--- config.mk ---
export PLATFORM = sky130hd
export DESIGN_NAME = media_playback_state_controller_top
export DESIGN_NICKNAME = d
export VERILOG_FILES = /design/src/hdl/mpsc_pkg.sv /design/src/hdl/media_playback_state_controller_top.sv /design/src/hdl/mpsc_eval.sv /design/src/hdl/mpsc_status.sv
export SDC_FILE = /design/constraint.sdc
export NUM_CORES = 1
export LEC_CHECK = 0
export BUFFER_PORTS_ARGS = -buffer_cell sky130_fd_sc_hd__clkbuf_2
export CORE_MARGIN = 3
export CORE_UTILIZATION = 57
export CTS_BUF_LIST = sky130_fd_sc_hd__clkbuf_8 sky130_fd_sc_hd__clkbuf_16
export DETAILED_ROUTE_END_ITERATION = 16
export PLACE_DENSITY = 0.85
export REMOVE_ABC_BUFFERS = 1
export SLEW_MARGIN = 10
export SYNTH_ARGS = -nofsm -noshare
export SYNTH_HDL_FRONTEND = slang
export SYNTH_SLANG_ARGS = --single-unit
--- constraint.sdc ---
create_clock -name clk_i -period 3.4 [get_ports clk_i]
set_input_delay 0.68 -clock clk_i [delete_from_list [all_inputs] [get_ports clk_i]]
set_output_delay 0.68 -clock clk_i [all_outputs]
set_load 0.05 [all_outputs]
--- src/hdl/mpsc_pkg.sv ---
package mpsc_pkg;

  // Reset value of the largest accepted media duration, in milliseconds.
  localparam logic [31:0] MaxDurationReset = 32'd86400000;

  // Largest fault code that carries a meaning.
  localparam logic [3:0] MaxFaultCode = 4'd9;

  // Playback event kinds. Codes 14 and 15 are rejected as invalid.
  typedef enum logic [3:0] {
    OpLoad      = 4'd0,
    OpLoading   = 4'd1,
    OpBuffering = 4'd2,
    OpSpkLost   = 4'd3,
    OpSpkOk     = 4'd4,
    OpReady     = 4'd5,
    OpPlay      = 4'd6,
    OpPause     = 4'd7,
    OpSeekStart = 4'd8,
    OpSeekDone  = 4'd9,
    OpPosition  = 4'd10,
    OpCompleted = 4'd11,
    OpFailed    = 4'd12,
    OpStopped   = 4'd13
  } op_e;

  // Playback states.
  typedef enum logic [3:0] {
    StIdle      = 4'd0,
    StLoading   = 4'd1,
    StWaitSpk   = 4'd2,
    StBuffering = 4'd3,
    StPlaying   = 4'd4,
    StPaused    = 4'd5,
    StSeeking   = 4'd6,
    StCompleted = 4'd7,
    StError     = 4'd8
  } play_state_e;

  // Result codes.
  typedef enum logic [2:0] {
    RcOk      = 3'd0,
    RcBadArg  = 3'd1,
    RcBadTran = 3'd2,
    RcRange   = 3'd3,
    RcProfile = 3'd4
  } outcome_e;

  // One playback event as it enters the block.
  typedef struct packed {
    logic [3:0]  op;
    logic        session_present;
    logic        profile_ok;
    logic [31:0] media_length;
    logic        auto_start;
    logic [31:0] target_position;
    logic [3:0]  fault_code;
    logic        fault_retryable;
  } event_t;

  // Architectural status of the controller.
  typedef struct packed {
    play_state_e state;
    logic        intent;
    logic        session;
    logic [31:0] duration;
    logic [31:0] position;
    logic [3:0]  error;
    logic        retry;
  } status_t;

endpackage

--- src/hdl/media_playback_state_controller_top.sv ---
// Media playback state controller. Each input beat is one playback event; each
// event yields exactly one output beat with a result code and the status after
// the event. One event is taken every clock cycle while output beats are taken;
// only a stall on the output side holds up the input. An event is decoded in
// the input register against the current status, and the result is held in
// the output register until it is taken. A rejected event leaves the status
// unchanged. The duration limit is written through the configuration port,
// which is always ready; write it only while no events are in flight.
module media_playback_state_controller_top (
  input  logic        clk_i,
  input  logic        rst_ni,
  // Event input channel
  input  logic        in_valid_i,
  output logic        in_stall_o,
  input  logic [3:0]  op_i,
  input  logic        session_present_i,
  input  logic        profile_ok_i,
  input  logic [31:0] media_length_i,
  input  logic        auto_start_i,
  input  logic [31:0] target_position_i,
  input  logic [3:0]  fault_code_i,
  input  logic        fault_retryable_i,
  // Result output channel
  output logic        out_valid_o,
  input  logic        out_stall_i,
  output logic [2:0]  outcome_o,
  output logic [3:0]  play_state_o,
  output logic        intent_playing_o,
  output logic        session_valid_o,
  output logic [31:0] position_now_o,
  output logic [3:0]  error_now_o,
  output logic        retry_now_o,
  // Configuration write channel
  input  logic        cfg_valid_i,
  output logic        cfg_ready_o,
  input  logic [31:0] cfg_data_i
);

  logic               ev_valid_q;
  mpsc_pkg::event_t   ev_q;
  logic               out_valid_q;
  mpsc_pkg::outcome_e outcome_q;
  mpsc_pkg::status_t  res_q;

  logic               out_free;
  logic               ev_adv;
  logic               in_acc;
  mpsc_pkg::status_t  status_q;
  mpsc_pkg::status_t  status_d;
  mpsc_pkg::outcome_e outcome_d;
  logic [31:0]        max_duration;

  // Handshake: the output register frees up when empty or being taken.
  assign out_free   = !out_valid_q || !out_stall_i;
  assign ev_adv     = ev_valid_q && out_free;
  assign in_stall_o = ev_valid_q && !out_free;
  assign in_acc     = in_valid_i && !in_stall_o;

  // Input register control.
  always_ff @(posedge clk_i or negedge rst_ni) begin
    if (!rst_ni) begin
      ev_valid_q <= 1'b0;
    end else if (!in_stall_o) begin
      ev_valid_q <= in_valid_i;
    end
  end

  // Input register payload.
  always_ff @(posedge clk_i) begin
    if (in_acc) begin
      ev_q.op              <= op_i;
      ev_q.session_present <= session_present_i;
      ev_q.profile_ok      <= profile_ok_i;
      ev_q.media_length    <= media_length_i;
      ev_q.auto_start      <= auto_start_i;
      ev_q.target_position <= target_position_i;
      ev_q.fault_code      <= fault_code_i;
      ev_q.fault_retryable <= fault_retryable_i;
    end
  end

  // Event decode against the current status.
  mpsc_eval u_eval (
    .ev_i           (ev_q),
    .cur_i          (status_q),
    .max_duration_i (max_duration),
    .outcome_o      (outcome_d),
    .nxt_o          (status_d)
  );

  // Status and configuration registers.
  mpsc_status u_status (
    .clk_i          (clk_i),
    .rst_ni         (rst_ni),
    .upd_i          (ev_adv),
    .status_d_i     (status_d),
    .cfg_we_i       (cfg_valid_i && cfg_ready_o),
    .cfg_data_i     (cfg_data_i),
    .status_q_o     (status_q),
    .max_duration_o (max_duration)
  );

  assign cfg_ready_o = 1'b1;

  // Output register control.
  always_ff @(posedge clk_i or negedge rst_ni) begin
    if (!rst_ni) begin
      out_valid_q <= 1'b0;
    end else if (out_free) begin
      out_valid_q <= ev_valid_q;
    end
  end

  // Output register payload.
  always_ff @(posedge clk_i) begin
    if (ev_adv) begin
      outcome_q <= outcome_d;
      res_q     <= status_d;
    end
  end

  assign out_valid_o      = out_valid_q;
  assign outcome_o        = outcome_q;
  assign play_state_o     = res_q.state;
  assign intent_playing_o = res_q.intent;
  assign session_valid_o  = res_q.session;
  assign position_now_o   = res_q.position;
  assign error_now_o      = res_q.error;
  assign retry_now_o      = res_q.retry;

`ifndef SYNTHESIS
  // The input side only stalls behind a full, backpressured output register.
  assert property (@(posedge clk_i) disable iff (!rst_ni)
    in_stall_o |-> (out_valid_o && out_stall_i))
    else $error("input stalled while output register could advance");

  // The error state always carries a stored error code.
  assert property (@(posedge clk_i) disable iff (!rst_ni)
    (out_valid_o && (play_state_o == mpsc_pkg::StError)) |-> (error_now_o != 4'd0))
    else $error("error state without an error code");

  // Idle means no session is loaded.
  assert property (@(posedge clk_i) disable iff (!rst_ni)
    (out_valid_o && (play_state_o == mpsc_pkg::StIdle)) |-> !session_valid_o)
    else $error("idle state with a loaded session");

  // Without a session the position stays at zero.
  assert property (@(posedge clk_i) disable iff (!rst_ni)
    (out_valid_o && !session_valid_o) |-> (position_now_o == 32'd0))
    else $error("nonzero position without a session");
`endif

endmodule

--- src/hdl/mpsc_eval.sv ---
module mpsc_eval (
  input  mpsc_pkg::event_t   ev_i,
  input  mpsc_pkg::status_t  cur_i,
  input  logic [31:0]        max_duration_i,
  output mpsc_pkg::outcome_e outcome_o,
  output mpsc_pkg::status_t  nxt_o
);

  logic                   active;
  logic                   pos_in_range;
  mpsc_pkg::play_state_e  settled;

  // An active session is loaded and has left idle.
  assign active       = cur_i.session && (cur_i.state != mpsc_pkg::StIdle);
  assign pos_in_range = ev_i.target_position <= cur_i.duration;
  assign settled      = cur_i.intent ? mpsc_pkg::StPlaying : mpsc_pkg::StPaused;

  // Event decode. A rejected event leaves the status as it was.
  always_comb begin
    nxt_o     = cur_i;
    outcome_o = mpsc_pkg::RcOk;
    case (ev_i.op)
      mpsc_pkg::OpLoad: begin
        if (!ev_i.session_present) begin
          outcome_o = mpsc_pkg::RcBadArg;
        end else if (!ev_i.profile_ok) begin
          outcome_o = mpsc_pkg::RcProfile;
        end else if ((ev_i.media_length == 32'd0) ||
                     (ev_i.media_length > max_duration_i)) begin
          outcome_o = mpsc_pkg::RcRange;
        end else begin
          nxt_o.duration = ev_i.media_length;
          nxt_o.session  = 1'b1;
          nxt_o.state    = mpsc_pkg::StLoading;
          nxt_o.intent   = ev_i.auto_start;
          nxt_o.position = 32'd0;
          nxt_o.error    = 4'd0;
          nxt_o.retry    = 1'b0;
        end
      end
      mpsc_pkg::OpLoading: begin
        if (!active || (cur_i.state == mpsc_pkg::StError)) begin
          outcome_o = mpsc_pkg::RcBadTran;
        end else begin
          nxt_o.state = mpsc_pkg::StLoading;
        end
      end
      mpsc_pkg::OpBuffering, mpsc_pkg::OpSpkLost: begin
        if (!active || (cur_i.state inside {mpsc_pkg::StError, mpsc_pkg::StCompleted})) begin
          outcome_o = mpsc_pkg::RcBadTran;
        end else if (ev_i.op == mpsc_pkg::OpBuffering) begin
          nxt_o.state = mpsc_pkg::StBuffering;
        end else begin
          nxt_o.state = mpsc_pkg::StWaitSpk;
        end
      end
      mpsc_pkg::OpSpkOk: begin
        if ((cur_i.state != mpsc_pkg::StWaitSpk) || !cur_i.session) begin
          outcome_o = mpsc_pkg::RcBadTran;
        end else begin
          nxt_o.state = mpsc_pkg::StBuffering;
        end
      end
      mpsc_pkg::OpReady: begin
        if (!active || !(cur_i.state inside {mpsc_pkg::StLoading, mpsc_pkg::StBuffering,
                                             mpsc_pkg::StSeeking, mpsc_pkg::StWaitSpk})) begin
          outcome_o = mpsc_pkg::RcBadTran;
        end else begin
          nxt_o.state = settled;
        end
      end
      mpsc_pkg::OpPlay, mpsc_pkg::OpPause: begin
        if (!active || !(cur_i.state inside {mpsc_pkg::StLoading, mpsc_pkg::StWaitSpk,
                                             mpsc_pkg::StBuffering, mpsc_pkg::StPlaying,
                                             mpsc_pkg::StPaused, mpsc_pkg::StSeeking})) begin
          outcome_o = mpsc_pkg::RcBadTran;
        end else if (ev_i.op == mpsc_pkg::OpPlay) begin
          nxt_o.intent = 1'b1;
          if (cur_i.state == mpsc_pkg::StPaused) begin
            nxt_o.state = mpsc_pkg::StPlaying;
          end
        end else begin
          nxt_o.intent = 1'b0;
          if (cur_i.state == mpsc_pkg::StPlaying) begin
            nxt_o.state = mpsc_pkg::StPaused;
          end
        end
      end
      mpsc_pkg::OpSeekStart: begin
        if (!active || !(cur_i.state inside {mpsc_pkg::StWaitSpk, mpsc_pkg::StBuffering,
                                             mpsc_pkg::StPlaying, mpsc_pkg::StPaused,
                                             mpsc_pkg::StCompleted})) begin
          outcome_o = mpsc_pkg::RcBadTran;
        end else if (!pos_in_range) begin
          outcome_o = mpsc_pkg::RcRange;
        end else begin
          nxt_o.position = ev_i.target_position;
          nxt_o.state    = mpsc_pkg::StSeeking;
        end
      end
      mpsc_pkg::OpSeekDone: begin
        // Seeking is never idle, so a loaded session here is an active one.
        if ((cur_i.state != mpsc_pkg::StSeeking) || !cur_i.session) begin
          outcome_o = mpsc_pkg::RcBadTran;
        end else if (!pos_in_range) begin
          outcome_o = mpsc_pkg::RcRange;
        end else begin
          nxt_o.position = ev_i.target_position;
          nxt_o.state    = settled;
        end
      end
      mpsc_pkg::OpPosition: begin
        if (!active) begin
          outcome_o = mpsc_pkg::RcBadTran;
        end else if (!pos_in_range) begin
          outcome_o = mpsc_pkg::RcRange;
        end else begin
          nxt_o.position = ev_i.target_position;
        end
      end
      mpsc_pkg::OpCompleted: begin
        if (!active || !(cur_i.state inside {mpsc_pkg::StPlaying, mpsc_pkg::StBuffering})) begin
          outcome_o = mpsc_pkg::RcBadTran;
        end else begin
          nxt_o.position = cur_i.duration;
          nxt_o.intent   = 1'b0;
          nxt_o.state    = mpsc_pkg::StCompleted;
        end
      end
      mpsc_pkg::OpFailed: begin
        // Accepted in any state, but only with a meaningful fault code.
        if ((ev_i.fault_code == 4'd0) || (ev_i.fault_code > mpsc_pkg::MaxFaultCode)) begin
          outcome_o = mpsc_pkg::RcBadArg;
        end else begin
          nxt_o.state = mpsc_pkg::StError;
          nxt_o.error = ev_i.fault_code;
          nxt_o.retry = ev_i.fault_retryable;
        end
      end
      mpsc_pkg::OpStopped: begin
        nxt_o.session  = 1'b0;
        nxt_o.duration = 32'd0;
        nxt_o.position = 32'd0;
        nxt_o.intent   = 1'b0;
        nxt_o.error    = 4'd0;
        nxt_o.retry    = 1'b0;
        nxt_o.state    = mpsc_pkg::StIdle;
      end
      default: begin
        outcome_o = mpsc_pkg::RcBadArg;
      end
    endcase
  end

endmodule

--- src/hdl/mpsc_status.sv ---
module mpsc_status (
  input  logic              clk_i,
  input  logic              rst_ni,
  input  logic              upd_i,
  input  mpsc_pkg::status_t status_d_i,
  input  logic              cfg_we_i,
  input  logic [31:0]       cfg_data_i,
  output mpsc_pkg::status_t status_q_o,
  output logic [31:0]       max_duration_o
);

  mpsc_pkg::status_t status_q;
  logic [31:0]       max_duration_q;

  // Playback status, updated once for each event that leaves the input register.
  always_ff @(posedge clk_i or negedge rst_ni) begin
    if (!rst_ni) begin
      status_q.state    <= mpsc_pkg::StIdle;
      status_q.intent   <= 1'b0;
      status_q.session  <= 1'b0;
      status_q.duration <= 32'd0;
      status_q.position <= 32'd0;
      status_q.error    <= 4'd0;
      status_q.retry    <= 1'b0;
    end else if (upd_i) begin
      status_q <= status_d_i;
    end
  end

  // Duration limit register.
  always_ff @(posedge clk_i or negedge rst_ni) begin
    if (!rst_ni) begin
      max_duration_q <= mpsc_pkg::MaxDurationReset;
    end else if (cfg_we_i) begin
      max_duration_q <= cfg_data_i;
    end
  end

  assign status_q_o     = status_q;
  assign max_duration_o = max_duration_q;

endmodule
# Word-level counts from Yosys, hierarchy flattened

Cells that the tools add are included.

Reduce and logical (&&, ||, !) cells: 38
Equal/unequal tests: 26
Order comparisons: 3
Multiplexer cells: 45

Operator list:

| kind               | count |
|---|---|
| $mux 75            | 3 |
| $pmux 32 s6        | 1 |
| $mux 32            | 5 |
| $pmux 33 s2        | 1 |
| $mux 4             | 11 |
| $pmux 4 s11        | 1 |
| $pmux 3 s12        | 1 |
| $eq 4x3->1 const B | 8 |
| $gt 32x32->1       | 1 |
| $le 32x32->1       | 1 |
| $logic_not 32->1   | 1 |
| $eq 4x4->1 const B | 7 |
| $mux 2             | 10 |
| $mux 5             | 4 |
| $eq 4x2->1 const B | 4 |
| $pmux 5 s3         | 1 |
| $logic_or 1x1->1   | 11 |
| $logic_not 1->1    | 10 |
| $mux 3             | 3 |
| $eq 4x1->1 const B | 2 |
| $logic_not 4->1    | 2 |
| $reduce_bool 4->1  | 2 |
| $ne 2x2->1 const B | 3 |
| $reduce_bool 2->1  | 3 |
| other kinds (10)   | 16 |

Logic and storage cells: 137
Register bits: 231
Input port bits: 113

# Longest topological paths before layout

Gate-level depths: netlist of run 1.

Word-level depth: 6
Gate-level depth with buffers: 12
Gate-level depth less buffers: 10

# Modules after synthesis

From an unflattened synthesis of run 1, not the netlist that was laid out.

Cells, all modules: 983
Area, all modules: 11913.9 um^2

Modules (own cells, without submodules):

| module                              | area each (um^2) | times used | cells an instance |
|---|---|---|---|
| mpsc_status                         | 4197.8           | 1          | 226 |
| mpsc_eval                           | 3948.8           | 1          | 625 |
| media_playback_state_controller_top | 3767.4           | 1          | 132 |

# Worst setup path after synthesis of run 1

OpenSTA, ideal clock, no wires.

Path kind: register -> register
Start: reg out_valid_q (netlist: out_valid_o)
End: reg, netlist name u_status.status_q_o[69]
Required time: 3282 ps
Arrival time: 2910 ps
Clock period less this slack: 3028 ps
Buffers on the path: 2
Setup time: 118 ps
Setup slack: 372 ps
Stages on the path, launching flop included: 8
Cells stage by stage: dfrtp_1 -> nand2_1 -> nand2_1 -> clkinv_1 -> and3_1 -> buf_2 -> buf_2 -> a21o_1

Cells in the longest elaborated chain, start to end: 3

Ends and longest elaborated chain:

| what                   | RTL line                                   | text |
|---|---|---|
| from (decl)            | media_playback_state_controller_top.sv:41  | `logic out_valid_q;` |
| from (signal assigned) | media_playback_state_controller_top.sv:110 | `out_valid_q <= ev_valid_q;` |
| $logic_not 1->1        | media_playback_state_controller_top.sv:54  | `assign out_free = !out_valid_q \|\| !out_stall_i;` |
| $logic_or 1x1->1       | media_playback_state_controller_top.sv:54  |  |
| $logic_and 1x1->1      | media_playback_state_controller_top.sv:55  | `assign ev_adv = ev_valid_q && out_free;` |
| via ev_adv             | media_playback_state_controller_top.sv:46  | `logic ev_adv;` |

The timed path passes the listed nets, and every way through them passes these cells.
A chain may end at the register's enable or synchronous reset.

==> impl_metrics.env, run 1 <==
export IMPL_finalClockSkew_ps=12.3
export IMPL_synth_flop_cell="edfxtp_1"
export IMPL_r2r_setup_slack_ps=120
export IMPL_status="finished, final reports clean"
export IMPL_diodes=0
export IMPL_final_util_pct=68.9
export IMPL_start_util_pct=58.6
export IMPL_powerDensity_nw_per_um2=530
export IMPL_p_switching_mw=1.92
export IMPL_final_min_clock_period_ps=3280
export IMPL_synth_common_cells="140 x nand2_1, 122 x edfxtp_1, 117 x o21ai_0"
export IMPL_r2r_start="u_status.status_q_o[50]"
export IMPL_hold_class="in2async"
export IMPL_fin_total_pwr_mw=6.88
export IMPL_maxSlewHeadroom_pct=56.8
export IMPL_grtUsageTotal_pct=26.2
export IMPL_hold_violations=0
export IMPL_clock_path_buffers=3
export IMPL_port_buffers=160
export IMPL_dp_hpwl_mm=19.7
export IMPL_leakage_nw=5.44
export IMPL_drc=0
export IMPL_die_y_um=145
export IMPL_swShare_pct=27.9
export IMPL_cts_clk_slew_worst_paths_ps=60
export IMPL_drtPass1Iterations=6
export IMPL_die_w_um=145
export IMPL_syn_avg_cell_area_um2=11.0
export IMPL_crit_type="reg2reg"
export IMPL_cp_buffers_inverters=2
export IMPL_crit_path_end_kind="register"
export IMPL_fin_crit_sh_pct=96.4
export IMPL_critPathTopFamily="compound AO/OA/AOI/OAI gates"
export IMPL_postCtsHoldBufs=0
export IMPL_htree_levels=1
export IMPL_multiInputGateArea_um2=4030
export IMPL_synth_most_common_cell="nand2_1"
export IMPL_grt_pass1_wl_mm=44.9
export IMPL_routed_wl_mm=27.8
export IMPL_postCtsSetupBuffers=0
export IMPL_grt_ovfl_total=0
export IMPL_die_area_um2=21000
export IMPL_slew_viol_final=0
export IMPL_crit_path_max_fanout=32
export IMPL_cp_required_ps=3640
export IMPL_critPathMaxStageDelay_ps=600
export IMPL_cpMaxStageDelayCell="or4_4"
export IMPL_synth_area_leaders="edfxtp_1 33%, dfrtp_1 23%, ha_1 7.3%"
export IMPL_power_frac_seq_pct=48.9
export IMPL_max_slew_worst_pin_slew_ps=648
export IMPL_clock_latency_ps=530
export IMPL_antenna_found_initial=0
export IMPL_drtAntennaViolNets=0
export IMPL_ys_warn_count=0
export IMPL_gp_congestion=0.918
export IMPL_n_fill_cell=1366
export IMPL_ios=162
export IMPL_ys_types=75
export IMPL_cts_buffers=25
export IMPL_clockRootBuffer="clkbuf_16"
export IMPL_post_synth_top_area_cell="edfxtp_1"
export IMPL_wl_per_cell_um=19.2
export IMPL_drive_gt1_share_pct=22.5
export IMPL_worstPathCellList="inv_1 -> ha_1 -> nand4_1 -> or4_4 -> o221a_2 -> o21ai_1 -> nor2_2 -> buf_4 -> a22oi_1 -> o21ai_0"
export IMPL_worst_ir_drop_vdd_v=0.000353
export IMPL_fp_row_count=50
export IMPL_first_iter_violations=1022
export IMPL_fin_nets=1347
export IMPL_clkPwrFrac_pct=36.3
export IMPL_fmaxAchievable_mhz=305
export IMPL_comb_power_share_pct=14.9
export IMPL_grt_max_degree=49
export IMPL_synth_top_area_share_pct=33.2
export IMPL_setup_viol=0
export IMPL_arrival_ps=3520
export IMPL_rsz0062_at_grt="false"
export IMPL_startpoint_type="register"
export IMPL_ctsResizeCount=0
export IMPL_r2r_end="position_now_o[14]"
export IMPL_syn_cell_area_um2=11000
export IMPL_async_reset_ff_share_pct=47.2
export IMPL_viasPerCell=5.92
export IMPL_cts_sinks=231
export IMPL_ff_latch_area_um2=6400
export IMPL_coreArea_um2=18800
export IMPL_grt_pass1_vias=8392
export IMPL_seq_area_frac_synth_pct=58.1
export IMPL_max_cap_violations=0
export IMPL_r2r_cells=10
export IMPL_synthCells=1004
export IMPL_area_growth_pct=17.7
export IMPL_synth_seq_cells=231
export IMPL_synth_edff_count=122
export IMPL_cell_internal_pwr_mw=4.95
export IMPL_via_count=8576
export IMPL_cts_tree="built"
## how the worst max path moves through the flow
stage                                        from                       to  slack (ps)  cells past startpoint
final                     u_status.status_q_o[50]       position_now_o[14]         120                     10
after global routing      u_status.status_q_o[50]       position_now_o[14]           1                     10
after CTS                 u_status.status_q_o[50]       position_now_o[14]          50                     10
after detailed placement  u_status.status_q_o[50]       position_now_o[27]         110                     10
after global placement                   ev_q[13]       position_now_o[24]         220                      9
after floorplan                       out_valid_o  u_status.status_q_o[37]       -1050                      6
## metrics by stage
stage,setup WS [ps],hold WS [ps],TNS [ps],std cells,instance area (um2)
2_1_floorplan,-1050,384,-98150,955,10800
3_5_place_dp,106,474,0,1403,12200
3_3_place_gp,218,470,0,1403,12200
4_1_cts,50.5,178,0,1449,13000
5_1_grt,1.26,203,0,1449,13000
6_report,123,168,0,1449,13000
## per-layer routing
layer / up-vias / part of all wire [%] / global-route usage (%)
met5: - / 0 / 0
met2: 464 / 45 / 41.2
li1: 3961 / - / -
met3: 84 / 8.2 / 3.15
met4: 0 / 3.9 / 9.64
met1: 4067 / 42 / 38.1
## registers in the layout (all words and copies together), names as in the netlist
signal	flops
out_valid_o	1
intent_playing_o	1
play_state_o	4
ev_q	76
session_valid_o	1
u_status.max_duration_o	32
u_status.status_q_o	75
retry_now_o	1
ev_valid_q	1
error_now_o	4
outcome_o	3
position_now_o	32
## cell families (layout without fill, tap and decap cells)
group	Yosys count	count (layout)	synth area share, %
other cells	1	1	0.0340
buf+inv	156	341	5.63
compound gates	295	295	17.7
fa+ha+maj	64	64	7.26
mux	3	3	0.284
simple gates	254	254	11.0
flops	231	231	58.1
## area by class of cell
cell class                      count  area share (%)
Tap cell                          260            2.51
Sequential cell                   231            49.3
Clock buffer                       25            4.82
Clock inverter                     21            1.00
Multi-Input combinational cell    617            31.1
Timing Repair Buffer              188            8.19
Inverter                          107            3.09
## power by group through the flow
| stage | logic, mW | registers [mW] | clock network, mW |
|---|---|---|---|
| after detailed placement | 1.01 | 3.40 | 0 |
| after floorplan | 0.484 | 3.52 | 0 |
| after global placement | 0.978 | 3.40 | 0 |
| after CTS | 1.02 | 3.35 | 2.53 |
| after global routing | 1.12 | 3.38 | 2.64 |
| final | 1.02 | 3.36 | 2.49 |
## cells in the final DEF (no fill, tap or decap), drive strengths merged, types with 9 or more instances in the layout
| cell | n |
|---|---|
| dfstp | 9 |
| edfxtp | 122 |
| inv | 110 |
| a22oi | 35 |
| a22o | 9 |
| a21oi | 45 |
| ha | 64 |
| clkbuf | 184 |
| o2bb2ai | 33 |
| nor2 | 27 |
| nor4 | 13 |
| dfrtp | 100 |
| nand2 | 140 |
| nor3 | 11 |
| clkinv | 16 |
| o21ai | 123 |
| nand4 | 17 |
| buf | 29 |
(Power assumes the default switching activity.)
==> inputs of run 2 (changes only) <==
==> constraint.sdc (replaced) <==
create_clock -name clk_i -period 3.4 [get_ports clk_i]
set_input_delay 0.17 -clock clk_i [delete_from_list [all_inputs] [get_ports clk_i]]
set_output_delay 0.17 -clock clk_i [all_outputs]
set_load 0.05 [all_outputs]
==> run 2 against run 1 <==
Power is 4.4% higher. Worst setup slack better by 24 ps. Critical path depth stayed put. Register-to-register slack better by 20 ps. Non-clock buffer count is 109 higher. Maximum frequency is 0.72% higher. Utilization is 6.1 points higher. Clock skew is 17 ps higher. Largest power group unchanged.
==> impl_metrics.env, run 2 (synthesis results as in run 1) <==
export IMPL_clock_latency_ps=540
export IMPL_die_w_um=145
export IMPL_coreArea_um2=18800
export IMPL_cp_buffers_inverters=2
export IMPL_drive_gt1_share_pct=20.2
export IMPL_crit_end="position_now_o[29]"
export IMPL_hold_violations=0
export IMPL_powerDensity_nw_per_um2=508
export IMPL_worst_ir_drop_vdd_v=0.000408
export IMPL_final_common_cell="clkbuf_2"
export IMPL_r2r_end="position_now_o[29]"
export IMPL_via_count=9137
export IMPL_grtUsageTotal_pct=29.1
export IMPL_dp_hpwl_mm=19.1
export IMPL_grt_pass1_vias=9090
export IMPL_maxSlewHeadroom_pct=25.4
export IMPL_crit_start="ev_q[61]"
export IMPL_hold_class="in2reg"
export IMPL_wl_per_cell_um=19.9
export IMPL_arrival_ps=3500
export IMPL_gp_congestion=0.963
export IMPL_startpoint_type="register"
export IMPL_grt_pass1_wl_mm=49.6
export IMPL_crit_type="reg2reg"
export IMPL_area_growth_pct=28.2
export IMPL_grt_ovfl_total=0
export IMPL_viasPerCell=5.87
export IMPL_die_area_um2=21000
export IMPL_die_y_um=145
export IMPL_clockRootBuffer="clkbuf_16"
export IMPL_rsz0062_at_grt="false"
export IMPL_start_util_pct=58.6
export IMPL_cts_sinks=231
export IMPL_cp_required_ps=3640
export IMPL_htree_levels=1
export IMPL_final_cell_mix="159 x clkbuf_2, 140 x nand2_1, 122 x edfxtp_1, 116 x o21ai_0"
export IMPL_routed_wl_mm=31.0
export IMPL_cpMaxStageDelayCell="edfxtp_1"
export IMPL_cts_tree="built"
export IMPL_post_place_ws_ps=122
export IMPL_fmaxAchievable_mhz=307
export IMPL_leakage_nw=5.92
export IMPL_met2_length_mm=14.6
export IMPL_slew_viol_final=0
export IMPL_fin_nets=1455
export IMPL_r2r_cells=10
export IMPL_critPathMaxStageDelay_ps=450
export IMPL_r2r_start="ev_q[61]"
export IMPL_fin_crit_sh_pct=95.7
export IMPL_cts_buffers=24
export IMPL_port_buffers=160
export IMPL_crit_path_end_kind="register"
export IMPL_postCtsSetupBuffers=0
export IMPL_max_cap_violations=0
export IMPL_drc=0
export IMPL_drtAntennaViolNets=0
export IMPL_max_slew_worst_pin_slew_ps=1120
export IMPL_top_layer="met4"
export IMPL_drtPass1Iterations=6
export IMPL_cts_clk_slew_worst_paths_ps=60
export IMPL_finalNonFillerCells=1557
export IMPL_setup_viol=0
export IMPL_critPathTopFamily="compound AO/OA/AOI/OAI gates"
export IMPL_fp_row_count=50
export IMPL_cp_depth=10
export IMPL_dr_wl_met3_mm=2.50
export IMPL_r2r_setup_slack_ps=150
export IMPL_tns_ps=0
export IMPL_met1_length_mm=12.5
export IMPL_grt_max_degree=77
export IMPL_dp_cells=1400
export IMPL_final_setup_worst_slack_ps=146
export IMPL_status="finished, final reports clean"
export IMPL_ios=162
export IMPL_crit_path_max_fanout=32
export IMPL_antenna_found_initial=1
export IMPL_largest_register_ffs=76
export IMPL_regMostFlops="ev_q"
export IMPL_clock_path_buffers=3
export IMPL_worstPathCellList="ha_1 -> a21oi_1 -> o21ai_0 -> a22oi_2 -> nor4bb_1 -> a21oi_1 -> buf_4 -> nor4_4 -> buf_12 -> o21ai_0"
export IMPL_min_path_cells=3
export IMPL_finalClockSkew_ps=29.3
export IMPL_first_iter_violations=976
export IMPL_final_min_clock_period_ps=3250
[run 2: changes by cell type in the layout (fill, tap and decap cells not counted), moves of 3 or more]
cell | previous run | this run
inv_1 | 108 | 112
clkbuf_8 | 0 | 6
clkinv_2 | 9 | 2
dlygate4sd3_1 | 0 | 112
clkinv_1 | 6 | 1
buf_4 | 25 | 22
[run 2: worst min path at each step]
stage	to	slack, ps	startpoint
6_report	u_status.max_duration_o[2]	180	cfg_valid_i
5_1_grt	u_status.max_duration_o[2]	220	cfg_valid_i
4_1_cts	u_status.max_duration_o[2]	150	cfg_valid_i
3_5_place_dp	u_status.status_q_o[3]	240	rst_ni
3_3_place_gp	u_status.status_q_o[2]	240	rst_ni
2_1_floorplan	ev_valid_q	-130	rst_ni
[run 2: tightest hold or removal path: cells and delay by family]
| family | cells | cell delay (ps) |
|---|---|---|
| compound gates | 1 | 60 |
| simple gates | 1 | 130 |
| buf+inv | 1 | 300 |
[run 2: area by class of cell]
type	count	area (um2)
antenna	1	2.50
clock buffer	30	683
clock inverter	14	128
fill	1189	4700
inverter	107	402
multi-input combinational	617	4030
sequential	231	6400
tap	260	325
timing repair buffer	297	2160
[run 2: timing repair]
action,in CTS,in global routing
resized for setup,0,2
endpoints found under the setup margin,0,11
hold endpoints to repair,157,0
hold buffers,112,0
[run 2: routing by layer]
metal	track usage (%)	vias up
li1	-	4184
met1	39.4	4341
met2	47.6	504
met3	4.37	108
met4	12.1	0
met5	0	-
[run 2: where the power goes]
group	switching, mW	leakage (nW)	total (mW)	internal (mW)
logic	0.712	2.88	1.15	0.440
registers	0.173	2.61	3.36	3.19
clock network	1.09	0.419	2.67	1.57
total	1.98	5.92	7.18	5.20
[run 2: metrics by stage]
stage	util [%]	total power, mW	hold WS (ps)	cell area, um2
floorplan	-	4.01	-126	10800
global placement	64.8	4.38	238	12200
detailed placement	64.8	4.42	244	12200
CTS	75.0	7.14	153	14100
global route	75.1	7.42	220	14100
finish	75.1	7.18	177	14100
